===== src/rtl/smeu_pkg.sv =====
package smeu_pkg;

   localparam int DATA_STACK_DEPTH_DEF = 128;
   localparam int CALL_STACK_DEPTH_DEF = 128;
   localparam int MEMORY_WORDS_DEF     = 512;
   localparam int REGISTER_COUNT_DEF   = 4;

   localparam logic [4:0] OP_PUSH = 5'd0;
   localparam logic [4:0] OP_POP  = 5'd1;
   localparam logic [4:0] OP_JMP  = 5'd2;
   localparam logic [4:0] OP_JB   = 5'd3;
   localparam logic [4:0] OP_JBE  = 5'd4;
   localparam logic [4:0] OP_JA   = 5'd5;
   localparam logic [4:0] OP_JAE  = 5'd6;
   localparam logic [4:0] OP_JE   = 5'd7;
   localparam logic [4:0] OP_JNE  = 5'd8;
   localparam logic [4:0] OP_ADD  = 5'd9;
   localparam logic [4:0] OP_SUB  = 5'd10;
   localparam logic [4:0] OP_MUL  = 5'd11;
   localparam logic [4:0] OP_DIV  = 5'd12;
   localparam logic [4:0] OP_OUT  = 5'd13;
   localparam logic [4:0] OP_IN   = 5'd14;
   localparam logic [4:0] OP_HALT = 5'd15;
   localparam logic [4:0] OP_CALL = 5'd16;
   localparam logic [4:0] OP_RET  = 5'd17;
   localparam logic [4:0] OP_SQRT = 5'd18;

   localparam logic [2:0] ST_OK      = 3'd0;
   localparam logic [2:0] ST_STACK   = 3'd1;
   localparam logic [2:0] ST_UNKNOWN = 3'd2;
   localparam logic [2:0] ST_HALTED  = 3'd3;
   localparam logic [2:0] ST_DIVZERO = 3'd4;
   localparam logic [2:0] ST_BADADDR = 3'd5;
   localparam logic [2:0] ST_NEGROOT = 3'd6;

   typedef enum logic [2:0] {
      S_CLEAR,
      S_IDLE,
      S_RDA,
      S_RDB,
      S_EXEC,
      S_DIV,
      S_SQRT,
      S_FIN
   } state_type;

   typedef struct packed {
      logic [4:0]  op;
      logic        use_const;
      logic        use_reg;
      logic        use_mem;
      logic [31:0] const_value;
      logic [1:0]  reg_select;
      logic [31:0] in_value;
      logic        needs_operand;
   } inst_type;

   typedef struct packed {
      logic [2:0]  status;
      logic [31:0] out_value;
      logic        out_valid;
      logic [15:0] next_ip;
   } rsp_type;

endpackage


===== src/rtl/smeu_front.sv =====
module smeu_front
   import smeu_pkg::*;
(
   input  logic        clock,
   input  logic        reset,
   input  logic        req_tvalid,
   output logic        req_tready,
   input  logic [79:0] req_tdata,
   input  logic        clearing,
   input  logic        pop,
   output logic        head_valid,
   output inst_type    head
);

   inst_type   q_ff [2];
   logic       wptr_ff, wptr_in;
   logic       rptr_ff, rptr_in;
   logic [1:0] count_ff, count_in;
   inst_type   incoming;
   logic       push;

   always_comb begin
      incoming.op          = req_tdata[4:0];
      incoming.use_const   = req_tdata[5];
      incoming.use_reg     = req_tdata[6];
      incoming.use_mem     = req_tdata[7];
      incoming.const_value = req_tdata[39:8];
      incoming.reg_select  = req_tdata[41:40];
      incoming.in_value    = req_tdata[73:42];
      // operand instructions may fault on a bad memory address
      incoming.needs_operand = (req_tdata[4:0] <= OP_JNE) || (req_tdata[4:0] == OP_CALL);
   end

   assign req_tready = (count_ff != 2'd2) && !clearing;
   assign push       = req_tvalid && req_tready;
   assign head_valid = (count_ff != 2'd0);
   assign head       = q_ff[rptr_ff];

   always_comb begin
      wptr_in  = push ? !wptr_ff : wptr_ff;
      rptr_in  = pop ? !rptr_ff : rptr_ff;
      count_in = count_ff + 2'(push) - 2'(pop);
   end

   always_ff @(posedge clock) begin
      if (reset) begin
         wptr_ff  <= 1'b0;
         rptr_ff  <= 1'b0;
         count_ff <= 2'd0;
      end else begin
         wptr_ff  <= wptr_in;
         rptr_ff  <= rptr_in;
         count_ff <= count_in;
      end
   end

   always_ff @(posedge clock) begin
      if (push) begin
         q_ff[wptr_ff] <= incoming;
      end
   end

endmodule


===== config.mk =====
export PLATFORM = sky130hd
export DESIGN_NAME = smeu_front
export DESIGN_NICKNAME = d
export VERILOG_FILES = /design/src/rtl/smeu_pkg.sv /design/src/rtl/smeu_front.sv
export SDC_FILE = /design/constraint.sdc
export NUM_CORES = 1
export LEC_CHECK = 0
export BUFFER_PORTS_ARGS = -buffer_cell sky130_fd_sc_hd__clkbuf_2
export CAP_MARGIN = 20
export CORE_MARGIN = 4
export CORE_UTILIZATION = 56
export CTS_CLUSTER_DIAMETER = 120
export DETAILED_ROUTE_END_ITERATION = 7
export GPL_TIMING_DRIVEN = 1
export PLACE_DENSITY = 0.85
export SETUP_SLACK_MARGIN = 0.2
export SLEW_MARGIN = 20
export SYNTH_ARGS = -nofsm -noshare
export SYNTH_HDL_FRONTEND = slang
export SYNTH_SLANG_ARGS = --single-unit

===== constraint.sdc =====
create_clock -name clock -period 8.6 [get_ports clock]
set_clock_uncertainty 0.1 [all_clocks]
set_input_delay 1.29 -clock clock [delete_from_list [all_inputs] [get_ports clock]]
set_output_delay 1.29 -clock clock [all_outputs]
set_load 0.02 [all_outputs]

======== Word-level counts from Yosys, hierarchy flattened ========
Memory sizes are Yosys's and may differ from the RTL's. A register that Yosys moved wholly into a read port is not among the register bits.
Cells that the tools add are included.
storage, ports and cells
  memories kept ........................... 1
  bits in registers ....................... 4
  word-level logic and storage cells ...... 20
  output and inout bits ................... 77
  RAM bits ................................ 150
cells by class
  reduce and logical (&&, ||, !) cells .... 7
  equal/unequal tests ..................... 2
  $lt $le $gt $ge ......................... 1
  multiplexer cells ....................... 4
  add/sub/neg operators ................... 2
memory list
  memory  depth  bits a word  rd ports  clocked after Yosys merged registers in  wr ports  line              text
  q_ff    2      75           1         1                                        1         smeu_front.sv:15  inst_type q_ff [2];
operator list
  kind                                                            number
  == test 5 bit, second input constant                            1
  less-or-equal comparator 5 x 4 -> 1 bit, second input constant  1
  two-way mux 1 bit                                               4
  zero test 1 bit                                                 3
  adder 2 x 1 -> 2 bit                                            1
  logical AND 1 bit                                               2
  inequality test 2 bit, second input constant                    1
  nonzero test 2 bit                                              1
  subtractor 2 x 1 -> 2 bit                                       1
  logical OR 1 bit                                                1

======== Longest topological paths before layout ========
Gate-level depths: netlist of the first run.
  word-level depth ........................ 5
  gate-level depth with buffers ........... 9
  gate-level depth less buffers ........... 9

======== Worst setup path before layout of the first run ========
Ideal clock, no wire load.
  path kind ............................... input-to-reg
  start point ............................. input port clearing
  end point ............................... memory q_ff[1][0] in the netlist's numbering (enable)
  setup time .............................. 442 ps
  buffers on the path ..................... 0
  data required time ...................... 8058 ps
  arrival ................................. 3530 ps
  stages .................................. 2
  path slack .............................. 4528 ps
  cell sequence ........................... nor2_1 > and3_1
between the ends
  word-level cells in the longest chain between the ends .. 5
ends and longest elaborated chain
  what                                     line              text
  start: declaration                       smeu_front.sv:9   input logic clearing,
  zero test 1 bit                          smeu_front.sv:34  assign req_tready = (count_ff != 2'd2) && !clearing;
  logical AND 1 bit                        smeu_front.sv:34
  logical AND 1 bit                        smeu_front.sv:35  assign push = req_tvalid && req_tready;
  two-way mux 1 bit                        smeu_front.sv:58  if (push) begin
  two-way mux 1 bit (implied by the code)  smeu_front.sv:59  q_ff[wptr_ff] <= incoming;
  end: declaration                         smeu_front.sv:15
Every way passes these cells.

==> impl_results.md, run 1 <==
- Status: complete, no violations
- Net Switching: 403.1 uW
- Initial antenna violation count: 0
- Crit Path Max Fanout: 44
- Top post-synthesis cells by count: edfxtp_1 (150), mux2_4 (50), mux2_2 (25)
- First-pass GRT wire length: 14.70 mm
- Switching portion of total power: 23.01%
- Synthesis-to-layout area growth: 23.92%
- Startpoint types: flip-flop
- Synth Flop Type: edfxtp_1
- Grt total ovfl: 0
- Fillers: 688
- Max Fclk: 0.2570 GHz
- Total routed wirelength: 9.831 mm
- Ys async rst share: 0%
- Starting Density: 57.00%
- Core area: 0.01028 mm^2
- Setup Fix Bufs, Post-CTS: 0
- Fin crit share: 45.25%
- Reg power frac: 51.1%
- Clock Power Share: 36.1%
- Vias in the first global route: 3020
- GRT Overall Usage: 16.70%
- Post-Syn Area: 0.005858 mm^2
- Yosys top cell area share: 76.89%
- Syn avg cell area: 22.53 um^2
- H-tree levels: 4
- PostCTS Resize Cnt: 0
- Pin count of the biggest net entering global routing: 76
- IO Pins: 162
- Hold Vio Cnt, Final: 0
- Drc violations: 0
- Num Clock Sinks: 155
- Clock-pin slew on the worst setup and hold paths: 0.06 ns
- Setup TNS: 0 ns
- Die H: 110.3 um
- Design Area, Final: 0.007259 mm^2
- Overall power: 1.751 mW
- Share of cells above drive strength 1: 59.18%
- Worst VDD drop: 0.0001956 V
- Ys Warns: 0
- Drt wl/cell: 17.04 um
- Initial drt markers: 152
- Hold Path Class: flip-flop to flip-flop
- Crit path DAT: 2.50 ns
- CTS Root Cell: clkbuf_8
- Syn Nets: 347
- Crit path kind: flip-flop to output pin
- Total of max-cap violations: 0
- Synthesis-stage register bit count: 155
- Cell taking the most area after synthesis: edfxtp_1
- Gate Count Post-Synth: 260
- CP Capture Type: output pin
- Number of synthesized flops with an enable pin: 150
- Least-Margin Pin Slew: 1.014 ns
- Die area: 0.01216 mm^2
- Vias per cell: 5.080
- Min cycle time layout: 3.891 ns
- Diode count: 0
- Worst EP required: 7.21 ns
- Row count: 37
- Clk_lat worst skew: 0.52 ns
- Gpl congestion: 0.7313
- Worst hold margin: 0.4129 ns
- Register area share after synthesis: 78.60%
- Cell variety after synth: 22
- Top cells by area, synth: edfxtp_1 (77%), mux2_4 (13%), mux2_2 (4.8%)
- DIE WIDTH: 110.3 um
- Most instantiated library cell after synthesis: edfxtp_1
- Hold_buf cts: 0
- Pwr per Cell Area: 241.3 mW/mm^2
- Pleak: 2.863 nW
- Logic pwr share: 12.9%
- Num CTS Buffers: 17
- CTS tree: yes
- RSZ-0062 raised after global routing: false
- P_int: 1.348 mW
- Fin. max-slew vios: 0
- Placed Area: 0.006755 mm^2
- Number of routed nets with antenna violations: 0
- Setup violators final: 0
- Hpwl dp: 6.632 mm
- Max Buffers Root-to-Sink: 2
- Via count: 2931
- NumNets Final: 515
- Number of port buffers: 155
- Pre-antenna DRT Iters: 4
- Relative slew slack: 32.41%
==> state kept, by name (all words and copies together) (netlist names), named ones only <==
signal,cells
rptr_ff,1
wptr_ff,1
q_ff,150
count_ff,2
==> routing by layer <==
layer  track usage (%)  vias to the layer above  part of all wire [%]
met2             27.34                      118                    50
met4             6.332                        0                   1.3
met1             19.53                     1437                    41
met3             7.338                       12                   7.9
met5                 0                        -                     0
li1                  -                     1364                     -
==> final timing paths <==
path | from | endpoint | slack, ns | cells after the start
hold reg to reg | wptr_ff | wptr_ff | 0.41 | 2
hold / removal | wptr_ff | wptr_ff | 0.41 | 2
setup reg to reg | count_ff[1] | q_ff[0][35] | 6.21 | 4
setup / recovery | flip-flop | head[2] | 4.71 | 3
==> layout by cell type, fill, tap and decap left out <==
cell	netlist	routed
clkbuf_2	0	155
o32a_1	1	1
mux2_2	25	25
nor2b_4	1	1
bufinv_16	0	1
mux2_4	50	50
edfxtp_1	150	150
clkinv_1	0	7
nor2_1	4	4
buf_4	1	2
o21ai_0	1	1
clkbuf_1	0	1
dfxtp_1	5	4
dfxtp_4	0	1
xnor2_1	2	2
nand2_1	1	1
xor2_1	1	1
and3_4	0	1
nor2b_1	1	1
clkinv_2	0	7
or3_1	1	1
inv_1	2	1
or2_2	1	1
a21oi_1	2	2
nand2b_1	1	1
clkbuf_16	0	16
clkbuf_8	0	1
ha_1	2	2
==> metrics by stage <==
stage	std cells	setup slack, ns	util (%)
finish	577	4.709	70.64
floorplan	260	4.528	-
CTS	577	4.645	70.64
global placement	545	5.208	65.73
detailed placement	545	5.133	65.73
global route	577	4.561	70.64
==> final cells by class <==
cell class | instances | area (um^2) | share of cell area, %
Tap cell | 136 | 170.2 | 2.344
Clock inverter | 14 | 86.33 | 1.189
Clock buffer | 18 | 417.9 | 5.757
Multi-Input combinational cell | 95 | 1177 | 16.22
Inverter | 2 | 8.758 | 0.1206
Timing Repair Buffer | 157 | 790.8 | 10.89
Sequential cell | 155 | 4608 | 63.48
==> cell families (layout without fill, tap and decap cells) <==
| kind of cell | count (synthesis) | after routing | share of synthesized area [%] |
|---|---|---|---|
| and+or+nand+nor | 11 | 11 | 1.089 |
| adders and majority gates | 2 | 2 | 0.4271 |
| AOI/OAI and AO/OA | 4 | 4 | 0.4271 |
| xor gates and xnor gates | 3 | 3 | 0.4486 |
| DFF | 155 | 155 | 78.60 |
| buffers and inverters | 10 | 191 | 1.388 |
| muxes | 75 | 75 | 17.62 |
==> power by group through the flow <==
stage	Combinational [mW]	Sequential (mW)	Clock (mW)
after floorplan	0.162	0.901	0
after global placement	0.223	0.907	0
after detailed placement	0.228	0.910	0
after CTS	0.229	0.895	0.643
after global routing	0.243	0.898	0.689
final	0.225	0.894	0.632
==> worst max-delay path, stage by stage, from the launching register on <==
cell	delay (ns)
dfxtp_4	0.66
buf_4	0.69
mux2_2	0.42
clkbuf_2	0.17
Note: power is estimated with default switching activity, not from simulation.
==> inputs of run 2 (changes only) <==
--- a/config.mk
+++ b/config.mk
@@ -5,14 +5,15 @@
 export SDC_FILE = /design/constraint.sdc
 export NUM_CORES = 1
 export LEC_CHECK = 0
+export ABC_AREA = 1
 export BUFFER_PORTS_ARGS = -buffer_cell sky130_fd_sc_hd__clkbuf_2
 export CAP_MARGIN = 20
 export CORE_MARGIN = 4
-export CORE_UTILIZATION = 56
+export CORE_UTILIZATION = 52
 export CTS_CLUSTER_DIAMETER = 120
 export DETAILED_ROUTE_END_ITERATION = 7
 export GPL_TIMING_DRIVEN = 1
-export PLACE_DENSITY = 0.85
+export PLACE_DENSITY = 0.79
 export SETUP_SLACK_MARGIN = 0.2
 export SLEW_MARGIN = 20
 export SYNTH_ARGS = -nofsm -noshare
==> constraint.sdc (replaced) <==
create_clock -name clock -period 3.95 [get_ports clock]
set_clock_uncertainty 0.1 [all_clocks]
set_input_delay 0.5925 -clock clock [delete_from_list [all_inputs] [get_ports clock]]
set_output_delay 0.5925 -clock clock [all_outputs]
set_load 0.02 [all_outputs]
==> run 2 against run 1 <==
Effect of this change: synthesized area grew 0.30%; power increased by 120%; critical path depth unchanged; via count is 0.72% higher; hold slack got worse by 0.14 ns; cell area increased by 1.5%; highest routed layer unchanged.
==> impl_results.md, run 2 <==
- Synthesis-to-layout area growth: 25.43%
- Drt wl/cell: 17.12 um
- Die area: 0.01306 mm^2
- Origin of the critical flop-to-flop path: count_ff[0]
- Num CTS Buffers: 17
- Commonest non-fill, non-tap cell in the layout: clkbuf_2
- Most frequent cells in the layout: clkbuf_2 (155), edfxtp_1 (150), mux2_4 (50)
- Hpwl dp: 6.965 mm
- Hold_buf cts: 0
- Crit path DAT: 2.14 ns
- Met3 global-route usage: 6.501%
- Layer with the highest usage: met2
- Startpoint types: flip-flop
- Worst VDD drop: 0.0002819 V
- Worst EP required: 3.26 ns
- Gpl congestion: 0.6970
- Flop-to-flop setup slack: 1.84 ns
- CTS Root Cell: clkbuf_16
- Number of port buffers: 155
- Crit Path Max Fanout: 47
- Overall power: 3.873 mW
- Delay of the slowest critical-path stage: 0.86 ns
- Max Buffers Root-to-Sink: 2
- R2r endpoint: q_ff[1][25]
- Pin count of the biggest net entering global routing: 48
- Total routed wirelength: 10.17 mm
- Ys async rst share: 0%
- Least-Margin Pin Slew: 0.7707 ns
- Starting Density: 53.73%
- Gate Count Post-Synth: 271
- Delay-heaviest family, CP: flip-flops
- DIE WIDTH: 114.3 um
- PostCTS Resize Cnt: 0
- CP Capture Type: output pin
- Grt total ovfl: 0
- Cell variety after synth: 17
- Largest regs: q_ff: 150 flops, count_ff: 2 flops
- Fin. max-slew vios: 0
- Synth Area in XOR/XNOR: 0.1491%
- Pleak: 2.919 nW
- Crit path kind: flip-flop to output pin
- Fin util: 67.39%
- Syn Nets: 358
- Crit. path cell count: 3
- Status: complete, no violations
- First-pass GRT wire length: 15.70 mm
- Drc violations: 0
- Via count: 2952
- Initial drt markers: 86
- H-tree levels: 4
- Synthesis-stage register bit count: 155
- Hold Path Class: input pin to flip-flop
- Synth Area in Simple Gates: 1.405%
- Pre-antenna DRT Iters: 5
- Setup TNS: 0 ns
- Worst hold margin: 0.2703 ns
- Met1 Use GR: 19.01%
- Biggest register: q_ff
- Hold Vio Cnt, Final: 0
- Compound-gate portion of the synthesized area: 0.2555%
- Most instantiated library cell after synthesis: edfxtp_1
- Reg2Reg Depth: 5
- Number of routed nets with antenna violations: 0
- Cell taking the most area after synthesis: edfxtp_1
- Fin crit share: 71.83%
- Yosys top cell area share: 76.66%
- Register area share after synthesis: 78.36%
- Top cells by area, synth: edfxtp_1 (77%), mux2_4 (13%), mux2_2 (4.8%)
- Buf/Inv on CP: 2
- Relative slew slack: 48.62%
- NumNets Final: 529
- Post-synthesis adder-cell area fraction: 0.4259%
- Clk_lat worst skew: 0.41 ns
- Vias in the first global route: 3219
- Max Fclk: 0.3524 GHz
- Die H: 114.3 um
- Min cycle time layout: 2.837 ns
- Diode count: 0
- Top post-synthesis cells by count: edfxtp_1 (150), mux2_4 (50), mux2_2 (25)
- IO Pins: 162
- End of the critical path: head[0]
- Row count: 38
- Core area: 0.01094 mm^2
- Ys Warns: 0
- Sequence of cells on the critical path: buf_12, mux2_2, clkbuf_2
- Setup violators final: 0
- Pwr per Cell Area: 525.5 mW/mm^2
- Num Clock Sinks: 155
- Synth Flop Type: edfxtp_1
- Number of synthesized flops with an enable pin: 150
- Initial antenna violation count: 0
- Syn avg cell area: 21.68 um^2
- M2 GR Usage: 26.97%
- GRT Overall Usage: 16.13%
- Share of cells above drive strength 1: 58.81%
- Total of max-cap violations: 0
- Largest register FFs: 150
- Clock-pin slew on the worst setup and hold paths: 0.06 ns
- RSZ-0062 raised after global routing: false
- Vias per cell: 4.970
- Post-Syn Area: 0.005876 mm^2
- Mux cell area share after synthesis: 17.57%
- Setup Fix Bufs, Post-CTS: 0
- Largest family of logic cells by synthesized area: multiplexers
- CTS tree: yes
- Critical-path cell with the highest stage delay: dfxtp_4
run 2: area by class of cell:
class	count	area, um^2
tap	140	175.2
clock inverter	13	128.9
multi-input combinational	100	1171
clock buffer	18	429.2
fill	787	3566
sequential	155	4608
inverter	8	31.28
timing repair buffer	160	825.8
run 2: logic make-up after synthesis:
| kind of cell | after synthesis |
|---|---|
| multiplexers | 75 |
| flip-flops | 155 |
| AO/OA/AOI/OAI | 3 |
| adder cells (fa/ha/maj) | 2 |
| AND/OR/NAND/NOR | 19 |
| XOR/XNOR | 1 |
| buffers and inverters | 16 |
run 2: worst min path at each step:
stage | from | endpoint | slack (ns) | depth (start not counted)
floorplan | rptr_ff | flip-flop | 0.38 | 2
global placement | rptr_ff | rptr_ff | 0.39 | 2
detailed placement | rptr_ff | flip-flop | 0.42 | 2
CTS | req_tdata[64] | q_ff[1][23] | 0.25 | 1
global route | req_tdata[61] | q_ff[1][20] | 0.25 | 1
finish | req_tdata[63] | q_ff[0][22] | 0.27 | 1
run 2: where the power goes:
group	total [mW]	internal [mW]	switching, mW
combinational	0.430	0.198	0.232
sequential	1.93	1.88	0.0413
clock	1.52	0.917	0.600
total	3.87	3.00	0.874
run 2: metrics by stage:
stage	cell area (um^2)	worst slack [ns]	cells
finish	7370	1.113	594
detailed placement	6812	1.501	563
CTS	7370	1.057	594
global placement	6812	1.521	563
global route	7370	0.9927	594
floorplan	5878	0.6887	271
run 2: metal layers:
| metal | routed length, um | part of all wire, % | up-vias |
|---|---|---|---|
| li1 | - | - | 1394 |
| met1 | 4098 | 40 | 1430 |
| met2 | 5093 | 50 | 117 |
| met3 | 862 | 8.5 | 11 |
| met4 | 112 | 1.1 | 0 |
| met5 | 0 | 0 | - |
